`config.mk`:
```
export PLATFORM = sky130hd
export DESIGN_NAME = rgb_led_spi_frame_encoder_top
export DESIGN_NICKNAME = d
export VERILOG_FILES = /design/src/sv/rlse_pkg.sv /design/src/sv/rlse_ram.sv /design/src/sv/rlse_ctrl.sv /design/src/sv/rlse_datapath.sv /design/src/sv/rgb_led_spi_frame_encoder_top.sv
export SDC_FILE = /design/constraint.sdc
export NUM_CORES = 2
export LEC_CHECK = 0
export BUFFER_PORTS_ARGS = -buffer_cell sky130_fd_sc_hd__buf_2
export CORE_UTILIZATION = 55
export CTS_CLUSTER_DIAMETER = 80
export DETAILED_ROUTE_END_ITERATION = 10
export PLACE_DENSITY = 0.71
export SLEW_MARGIN = 20
export SYNTH_ARGS = -nofsm -noshare
export SYNTH_HDL_FRONTEND = slang
export SYNTH_HIERARCHICAL = 1
export SYNTH_SLANG_ARGS = --single-unit
```
`constraint.sdc`:
```
create_clock -name clk_i -period 9.9 [get_ports clk_i]
set_input_delay 0.495 -clock clk_i [delete_from_list [all_inputs] [get_ports clk_i]]
set_output_delay 0.495 -clock clk_i [all_outputs]
set_load 0.02 [all_outputs]
```
`src/sv/rlse_pkg.sv`:
```
package rlse_pkg;

  typedef enum logic [1:0] {
    REQ_PIXEL = 2'd0,
    REQ_ALL   = 2'd1,
    REQ_PULL  = 2'd2
  } req_e;

  localparam logic [1:0] CH_GREEN = 2'd0;
  localparam logic [1:0] CH_RED   = 2'd1;

  localparam logic [2:0] ONE_CODE  = 3'd6;
  localparam logic [2:0] ZERO_CODE = 3'd4;
  localparam logic [2:0] GAP_CODE  = 3'd0;

  localparam logic [6:0] BRIGHT_MAX = 7'd100;

  // floor(x / 100) == (x * 5243) >> 19 for every x below 43699.
  localparam logic [12:0] DIV_MUL   = 13'd5243;
  localparam int unsigned DIV_SHIFT = 19;

  typedef struct packed {
    logic wr_single;
    logic load_px;
    logic wr_sweep;
    logic fill_zero;
    logic rd_en;
    logic mul_en;
    logic div_en;
    logic emit;
  } cmd_t;

  typedef struct packed {
    logic sweep_last;
    logic out_free;
  } status_t;

endpackage

```
`src/sv/rlse_ram.sv`:
```
module rlse_ram #(
  parameter int unsigned WIDTH = 24,
  parameter int unsigned DEPTH = 64,
  localparam int unsigned AW = (DEPTH > 1) ? $clog2(DEPTH) : 1
) (
  input  logic             clk_i,
  input  logic             we_i,
  input  logic [AW-1:0]    waddr_i,
  input  logic [WIDTH-1:0] wdata_i,
  input  logic             re_i,
  input  logic [AW-1:0]    raddr_i,
  output logic [WIDTH-1:0] rdata_o
);

  logic [WIDTH-1:0] mem_q [DEPTH];
  logic [WIDTH-1:0] rdata_q;

  always_ff @(posedge clk_i) begin
    if (we_i) begin
      mem_q[waddr_i] <= wdata_i;
    end
    if (re_i) begin
      rdata_q <= mem_q[raddr_i];
    end
  end

  assign rdata_o = rdata_q;

endmodule

```
`src/sv/rlse_ctrl.sv`:
```
module rlse_ctrl (
  input  logic              clk_i,
  input  logic              rst_ni,
  input  logic              in_valid_i,
  output logic              in_ready_o,
  input  logic [1:0]        req_type_i,
  input  rlse_pkg::status_t status_i,
  output rlse_pkg::cmd_t    cmd_o
);

  typedef enum logic [5:0] {
    S_CLEAR = 6'b000001,
    S_IDLE  = 6'b000010,
    S_FILL  = 6'b000100,
    S_MUL   = 6'b001000,
    S_DIV   = 6'b010000,
    S_EMIT  = 6'b100000
  } state_e;

  state_e state_q, state_d;

  always_ff @(posedge clk_i or negedge rst_ni) begin
    if (!rst_ni) begin
      state_q <= S_CLEAR;
    end else begin
      state_q <= state_d;
    end
  end

  always_comb begin
    state_d    = state_q;
    cmd_o      = '0;
    in_ready_o = 1'b0;
    unique case (state_q)
      S_CLEAR: begin
        cmd_o.wr_sweep  = 1'b1;
        cmd_o.fill_zero = 1'b1;
        if (status_i.sweep_last) begin
          state_d = S_IDLE;
        end
      end
      S_IDLE: begin
        in_ready_o  = 1'b1;
        cmd_o.rd_en = 1'b1;
        if (in_valid_i) begin
          unique case (req_type_i)
            rlse_pkg::REQ_PIXEL: cmd_o.wr_single = 1'b1;
            rlse_pkg::REQ_ALL: begin
              cmd_o.load_px = 1'b1;
              state_d       = S_FILL;
            end
            rlse_pkg::REQ_PULL: state_d = S_MUL;
            default: state_d = S_IDLE;
          endcase
        end
      end
      S_FILL: begin
        cmd_o.wr_sweep = 1'b1;
        if (status_i.sweep_last) begin
          state_d = S_IDLE;
        end
      end
      S_MUL: begin
        cmd_o.mul_en = 1'b1;
        state_d      = S_DIV;
      end
      S_DIV: begin
        cmd_o.div_en = 1'b1;
        state_d      = S_EMIT;
      end
      S_EMIT: begin
        if (status_i.out_free) begin
          cmd_o.emit = 1'b1;
          state_d    = S_IDLE;
        end
      end
      default: state_d = S_CLEAR;
    endcase
  end

endmodule

```
`src/sv/rlse_datapath.sv`:
```
module rlse_datapath #(
  parameter int unsigned LED_COUNT   = 64,
  parameter int unsigned RESET_BYTES = 60
) (
  input  logic              clk_i,
  input  logic              rst_ni,
  input  rlse_pkg::cmd_t    cmd_i,
  output rlse_pkg::status_t status_o,
  input  logic              cfg_we_i,
  input  logic [6:0]        cfg_wdata_i,
  input  logic [5:0]        led_index_i,
  input  logic [7:0]        red_i,
  input  logic [7:0]        green_i,
  input  logic [7:0]        blue_i,
  output logic              out_valid_o,
  input  logic              out_ready_i,
  output logic [2:0]        spi_byte_o,
  output logic              frame_end_o
);

  localparam int unsigned AW = (LED_COUNT > 1) ? $clog2(LED_COUNT) : 1;
  localparam int unsigned GW = (RESET_BYTES > 1) ? $clog2(RESET_BYTES) : 1;

  logic [6:0]    bright_q, bright_d;
  logic [AW-1:0] led_q, led_d;
  logic [1:0]    chan_q, chan_d;
  logic [2:0]    bit_q, bit_d;
  logic          gap_mode_q, gap_mode_d;
  logic [GW-1:0] gap_q, gap_d;
  logic [AW-1:0] sweep_q, sweep_d;
  logic          out_valid_q, out_valid_d;

  logic [23:0]   px_q;
  logic [14:0]   prod_q;
  logic [7:0]    val_q;
  logic [2:0]    spi_byte_q;
  logic          frame_end_q;

  logic [10:0]   idx_ext;
  logic          idx_ok;
  logic          led_last;
  logic          gap_last;
  logic          mem_we;
  logic [AW-1:0] mem_waddr;
  logic [23:0]   mem_wdata;
  logic [23:0]   mem_rdata;
  logic [7:0]    chan_raw;
  logic [27:0]   quot_full;
  logic          cur_bit;
  logic [2:0]    code;

  assign idx_ext  = {5'd0, led_index_i};
  assign idx_ok   = idx_ext < 11'(LED_COUNT);
  assign led_last = led_q == AW'(LED_COUNT - 1);
  assign gap_last = gap_q == GW'(RESET_BYTES - 1);

  assign status_o.sweep_last = sweep_q == AW'(LED_COUNT - 1);
  assign status_o.out_free   = !out_valid_q || out_ready_i;

  assign mem_we    = (cmd_i.wr_single && idx_ok) || cmd_i.wr_sweep;
  assign mem_waddr = cmd_i.wr_single ? idx_ext[AW-1:0] : sweep_q;

  always_comb begin
    if (cmd_i.wr_single) begin
      mem_wdata = {red_i, green_i, blue_i};
    end else if (cmd_i.fill_zero) begin
      mem_wdata = '0;
    end else begin
      mem_wdata = px_q;
    end
  end

  rlse_ram #(
    .WIDTH (24),
    .DEPTH (LED_COUNT)
  ) u_pixel_ram (
    .clk_i   (clk_i),
    .we_i    (mem_we),
    .waddr_i (mem_waddr),
    .wdata_i (mem_wdata),
    .re_i    (cmd_i.rd_en),
    .raddr_i (led_q),
    .rdata_o (mem_rdata)
  );

  always_comb begin
    unique case (chan_q)
      rlse_pkg::CH_GREEN: chan_raw = mem_rdata[15:8];
      rlse_pkg::CH_RED:   chan_raw = mem_rdata[23:16];
      default:            chan_raw = mem_rdata[7:0];
    endcase
  end

  assign quot_full = 28'(prod_q) * 28'(rlse_pkg::DIV_MUL);
  assign cur_bit   = val_q[3'd7 - bit_q];

  always_comb begin
    if (gap_mode_q) begin
      code = rlse_pkg::GAP_CODE;
    end else if (cur_bit) begin
      code = rlse_pkg::ONE_CODE;
    end else begin
      code = rlse_pkg::ZERO_CODE;
    end
  end

  always_comb begin
    bright_d = bright_q;
    if (cfg_we_i) begin
      bright_d = (cfg_wdata_i > rlse_pkg::BRIGHT_MAX) ? rlse_pkg::BRIGHT_MAX : cfg_wdata_i;
    end
  end

  always_comb begin
    sweep_d = sweep_q;
    if (cmd_i.wr_sweep) begin
      sweep_d = status_o.sweep_last ? '0 : sweep_q + 1'b1;
    end
  end

  // The frame position is kept as LED, channel and bit counters plus a gap counter.
  always_comb begin
    led_d      = led_q;
    chan_d     = chan_q;
    bit_d      = bit_q;
    gap_mode_d = gap_mode_q;
    gap_d      = gap_q;
    if (cmd_i.emit) begin
      if (gap_mode_q) begin
        if (gap_last) begin
          gap_d      = '0;
          gap_mode_d = 1'b0;
        end else begin
          gap_d = gap_q + 1'b1;
        end
      end else begin
        bit_d = bit_q + 1'b1;
        if (bit_q == 3'd7) begin
          if (chan_q == 2'd2) begin
            chan_d = '0;
            if (led_last) begin
              led_d      = '0;
              gap_mode_d = 1'b1;
            end else begin
              led_d = led_q + 1'b1;
            end
          end else begin
            chan_d = chan_q + 1'b1;
          end
        end
      end
    end
  end

  always_comb begin
    if (cmd_i.emit) begin
      out_valid_d = 1'b1;
    end else if (out_ready_i) begin
      out_valid_d = 1'b0;
    end else begin
      out_valid_d = out_valid_q;
    end
  end

  always_ff @(posedge clk_i or negedge rst_ni) begin
    if (!rst_ni) begin
      bright_q    <= rlse_pkg::BRIGHT_MAX;
      led_q       <= '0;
      chan_q      <= '0;
      bit_q       <= '0;
      gap_mode_q  <= 1'b0;
      gap_q       <= '0;
      sweep_q     <= '0;
      out_valid_q <= 1'b0;
    end else begin
      bright_q    <= bright_d;
      led_q       <= led_d;
      chan_q      <= chan_d;
      bit_q       <= bit_d;
      gap_mode_q  <= gap_mode_d;
      gap_q       <= gap_d;
      sweep_q     <= sweep_d;
      out_valid_q <= out_valid_d;
    end
  end

  always_ff @(posedge clk_i) begin
    if (cmd_i.load_px) begin
      px_q <= {red_i, green_i, blue_i};
    end
    if (cmd_i.mul_en) begin
      prod_q <= {7'd0, chan_raw} * {8'd0, bright_q};
    end
    if (cmd_i.div_en) begin
      val_q <= quot_full[rlse_pkg::DIV_SHIFT +: 8];
    end
    if (cmd_i.emit) begin
      spi_byte_q  <= code;
      frame_end_q <= gap_mode_q && gap_last;
    end
  end

  assign out_valid_o = out_valid_q;
  assign spi_byte_o  = spi_byte_q;
  assign frame_end_o = frame_end_q;

endmodule

```
`src/sv/rgb_led_spi_frame_encoder_top.sv`:
```
// Frame encoder for a chain of addressable RGB LEDs. It keeps one 24-bit raw color per LED
// in a single-port-write, registered-read RAM and returns one SPI byte per pull transaction:
// G, R, B channels scaled by the brightness register, MSB first, 6 for a one bit and 4 for a
// zero bit, followed by RESET_BYTES zero bytes of which the last carries frame_end_o. The RAM
// is read at the edge that accepts a pull; the product with the brightness register is then
// registered in the multiply state, the divide by 100 through a reciprocal multiply in the
// divide state, and the bit select loads the result register in the emit state, which waits
// while the previous result has not yet been taken; no new transaction is accepted until the
// pull is through. A single pixel write is done at the edge that accepts it; a write to all
// pixels fills the RAM one entry per cycle. After reset the RAM is cleared one entry per cycle,
// so in_ready_o stays low until the clear is done.
module rgb_led_spi_frame_encoder_top #(
  parameter int unsigned LED_COUNT   = 64,
  parameter int unsigned RESET_BYTES = 60
) (
  input  logic       clk_i,
  input  logic       rst_ni,
  input  logic       cfg_we_i,
  input  logic [6:0] cfg_wdata_i,
  input  logic       in_valid_i,
  output logic       in_ready_o,
  input  logic [1:0] req_type_i,
  input  logic [5:0] led_index_i,
  input  logic [7:0] red_i,
  input  logic [7:0] green_i,
  input  logic [7:0] blue_i,
  output logic       out_valid_o,
  input  logic       out_ready_i,
  output logic [2:0] spi_byte_o,
  output logic       frame_end_o
);

  rlse_pkg::cmd_t    cmd;
  rlse_pkg::status_t status;

  rlse_ctrl u_ctrl (
    .clk_i      (clk_i),
    .rst_ni     (rst_ni),
    .in_valid_i (in_valid_i),
    .in_ready_o (in_ready_o),
    .req_type_i (req_type_i),
    .status_i   (status),
    .cmd_o      (cmd)
  );

  rlse_datapath #(
    .LED_COUNT   (LED_COUNT),
    .RESET_BYTES (RESET_BYTES)
  ) u_datapath (
    .clk_i       (clk_i),
    .rst_ni      (rst_ni),
    .cmd_i       (cmd),
    .status_o    (status),
    .cfg_we_i    (cfg_we_i),
    .cfg_wdata_i (cfg_wdata_i),
    .led_index_i (led_index_i),
    .red_i       (red_i),
    .green_i     (green_i),
    .blue_i      (blue_i),
    .out_valid_o (out_valid_o),
    .out_ready_i (out_ready_i),
    .spi_byte_o  (spi_byte_o),
    .frame_end_o (frame_end_o)
  );

endmodule

```
==> impl_metrics.ini <==
[clocking]
clk-insertion-delay-late_ns = 0.80
postCtsResizedCells = 0
postCtsSetupRepairBufs = 0
htreeDepth = 4
ctsRootBufferMaster = sky130_fd_sc_hd__clkbuf_16
clock_sinks = 1648
cts.path.max_buffers = 3
clkSlewWorstSetupHoldPaths_ns = 0.06
post_cts_hold_buffer_count = 30
cts_inserted_buffers = 162
cts_tree = built

[critical_path]
setup.reg_to_reg.worst_slack_ns = 4.25
cp_slowest_cell = sky130_fd_sc_hd__dfrtp_1
critPathArrivalTime_ns = 6.18
timing.critical_path.cells = mux2i_1 > nor2_1 > a21oi_1 > nor2b_1 > fa_1 > fa_1 > fa_1 > inv_1 > fa_1 > inv_1 > ha_1 > or2_2 > a21oi_2 > nor3_1 > a2111oi_4 > a21oi_1 > xnor2_1
worst_ep_required_time_ns = 10.43
slowest_delay_ns = 0.66
worst_setup_path_start_kind = register
worst-path-max-fanout = 12
critical_path.endpoint_type = register
critical_path.most_common_cell = sky130_fd_sc_hd__fa_1
setup.worst_path.class = register to register

[layout]
p_r_area_growth_vs_syn_pct = 11.7
area.sequential_sq_um = 49300
fillerInstances = 8352
diodes = 0
final_util_pct = 62.0
multi_input_comb_area_sq_um = 18300
post_route_cells_drive_above_1_share_pct = 24.3
num-nets-final = 3938
finalInstanceArea_sq_um = 76800

[synthesis]
ys_dominant_reg_cell = sky130_fd_sc_hd__edfxtp_1
synth.top_cells.by_count = sky130_fd_sc_hd__edfxtp_1 (1610), sky130_fd_sc_hd__mux4_2 (357), sky130_fd_sc_hd__inv_1 (157), sky130_fd_sc_hd__nor2_1 (143), sky130_fd_sc_hd__ha_1 (139)
yosys.cell_count.top_type = sky130_fd_sc_hd__edfxtp_1
yosys.cell_types.count = 74
synthesis.nets = 3751
fraction_of_synthesis_flops_using_an_asynchronous_set_or_reset_pin_pct = 2.31
synth_area_leader = sky130_fd_sc_hd__edfxtp_1
synth_sequential_area_ratio_pct = 71.7
yosysWarningCount = 6
ys_seq_elements = 1648
postSynthAreaPerCell_sq_um = 19.8
syn_area_sq_um = 68700
netlist_instances = 3471
synth.top_cells.by_area = sky130_fd_sc_hd__edfxtp_1 (70%), sky130_fd_sc_hd__mux4_2 (12%), sky130_fd_sc_hd__fa_1 (2.8%)
post-synth-top-area-fraction_pct = 70.3
synth-edff-count = 1610

[die]
design.die.area_sq_um = 126000
floorplan.io_pins = 50
dieHeight_microns = 356
num_rows = 129
initial_core_util_pct = 55.5
placeableCoreArea_sq_um = 124000
dieWidth_microns = 356

[power_and_ir_drop]
static-leakage-power_nw = 21.8
power.total_w = 0.0138
power.density_nw_per_um2 = 180
vdd_drop_max_uv = 191

[grt]
grt_overflow = 0
first_global_vias = 33957
grt_first_pass_wirelength_mm = 230
grt_use_total_pct = 25.2
antenna_found_initial = 4
grt_max_degree = 135

[route]
detail_route.iter0.violations = 4323
drc_errors = 4
totalWireLength_mm = 157
routedWlPerCell_microns = 28.9
vias_per_cell = 6.35
vias = 34469
dr.pass1.iters = 11
ant_nets_after_route = 0

[timing]
fin_skew_ns = 0.0311
slew_headroom_pct = 23.4
final_hold_viol_count = 0
tightest_slew_ns = 1.15
rsz0062_at_grt = no
timing.final.crit_period_ns = 5.65
period_share_pct = 57.1
timing.final.setup_violations = 0
fin_setup_tns_ns = 0
layout_setup_ws_ns = 4.25
fmax_mhz = 177
maxSlewViolCount = 0

[worst_hold_path]
hold_path.class = input pin to register

[placed_design]
place.gp.congestion = 0.893
post_placement_worst_setup_slack_ns = 4.26
io_buffers = 48
detailed_place_hpwl_mm = 90.8
postPlaceCellArea_sq_um = 71300

[status]
result_of_the_run = finished with violations
failing_checks = DRC

[flow_run]
max_cap_violations = 0
cells in the final DEF (no fill, tap or decap), types with 21 or more instances in the layout:
cell                            instances
sky130_fd_sc_hd__mux2_2                65
sky130_fd_sc_hd__clkbuf_16            169
sky130_fd_sc_hd__nand3_1               38
sky130_fd_sc_hd__clkinv_2              22
sky130_fd_sc_hd__a21oi_1               48
sky130_fd_sc_hd__o22ai_1               54
sky130_fd_sc_hd__nor2b_1               30
sky130_fd_sc_hd__a22oi_1               29
sky130_fd_sc_hd__nand2_1               66
sky130_fd_sc_hd__a22o_2                21
sky130_fd_sc_hd__clkinv_1              40
sky130_fd_sc_hd__ha_1                 139
sky130_fd_sc_hd__dlygate4sd3_1         30
sky130_fd_sc_hd__xnor2_1               26
sky130_fd_sc_hd__buf_2                 48
sky130_fd_sc_hd__a221oi_1              52
sky130_fd_sc_hd__nor2_1                79
sky130_fd_sc_hd__mux4_2               357
sky130_fd_sc_hd__inv_1                157
sky130_fd_sc_hd__o21ai_0               33
sky130_fd_sc_hd__clkbuf_1              37
sky130_fd_sc_hd__edfxtp_1            1610
sky130_fd_sc_hd__buf_4                 96
sky130_fd_sc_hd__fa_1                  97
sky130_fd_sc_hd__nor2_2                58
sky130_fd_sc_hd__dfrtp_1               30
sky130_fd_sc_hd__mux2i_1              105
cell type report:
type,instances,share of cell area [%]
well taps,1637,2.67
repair buffers,179,1.77
multi-input cells,1506,23.8
flip-flops and latches,1648,64.2
inverters,161,0.787
clock inverters,87,1.05
clock buffers,206,5.69
stage by stage:
step           hold slack [ns]  instances
5_1_grt                 0.0115       5424
3_5_place_dp             0.511       5101
3_3_place_gp             0.492       5101
6_report                0.0507       5424
4_1_cts                0.00303       5424
2_1_floorplan            0.199       3471
worst paths after layout:
path                                 startpoint                endpoint  cells past startpoint
max                        u_datapath/chan_q[0]   u_datapath/prod_q[14]                     17
min                              cfg_wdata_i[1]  u_datapath/bright_q[1]                      3
max reg2reg                u_datapath/chan_q[0]   u_datapath/prod_q[14]                     17
min reg2reg                 u_datapath/gap_q[1]     u_datapath/gap_q[1]                      2
max in group asynchronous                rst_ni     u_datapath/led_q[1]                      2
min in group asynchronous                rst_ni  u_datapath/out_valid_o                      2
power by group:
part	total, W	switching (W)	internal, W
logic	0.000253	0.000136	0.000118
clock network	0.00601	0.00257	0.00344
registers	0.00756	0.00000491	0.00755
total	0.0138	0.00271	0.0111
cell families after synthesis:
family	count (synthesis)	share of synthesized area, %
AOI/OAI and AO/OA	321	3.32
xor gates and xnor gates	34	0.433
adders and majority gates	236	5.36
buffers and inverters	317	2.10
DFF	1648	71.7
muxes	527	14.3
other	1	0.00546
and+or+nand+nor	387	2.77
sequential cells by signal (all words and copies together) (netlist names):
name,count
u_ctrl/state_q,6
u_datapath/bit_q,3
u_datapath/bright_q,7
u_datapath/chan_q,2
u_datapath/frame_end_o,1
u_datapath/gap_mode_q,1
u_datapath/gap_q,6
u_datapath/led_q,6
u_datapath/out_valid_o,1
u_datapath/prod_q,15
u_datapath/px_q,24
u_datapath/spi_byte_o,2
u_datapath/sweep_q,6
u_datapath/u_pixel_ram/mem_q,1536
u_datapath/u_pixel_ram/rdata_o,24
u_datapath/val_q,8
metal layers:
metal | global-route usage, % | vias to the layer above | part of all wire (%)
met5 | 0 | - | 0
met4 | 7.80 | 0 | 2.9
met3 | 4.41 | 253 | 9.3
met2 | 38.4 | 1686 | 47
met1 | 37.6 | 18134 | 41
li1 | - | 14396 | -
worst max-delay path: cells and delay by family (launching register included):
family                   cells  cell delay [ns]
AND/OR/NAND/NOR              4             0.63
multiplexers                 1             0.25
flip-flops                   1             0.66
adder cells (fa/ha/maj)      5             2.47
AO/OA/AOI/OAI                4             1.15
XOR/XNOR                     1             0.14
buffers and inverters        2             0.10
Note: power is estimated with default switching activity, not from simulation.
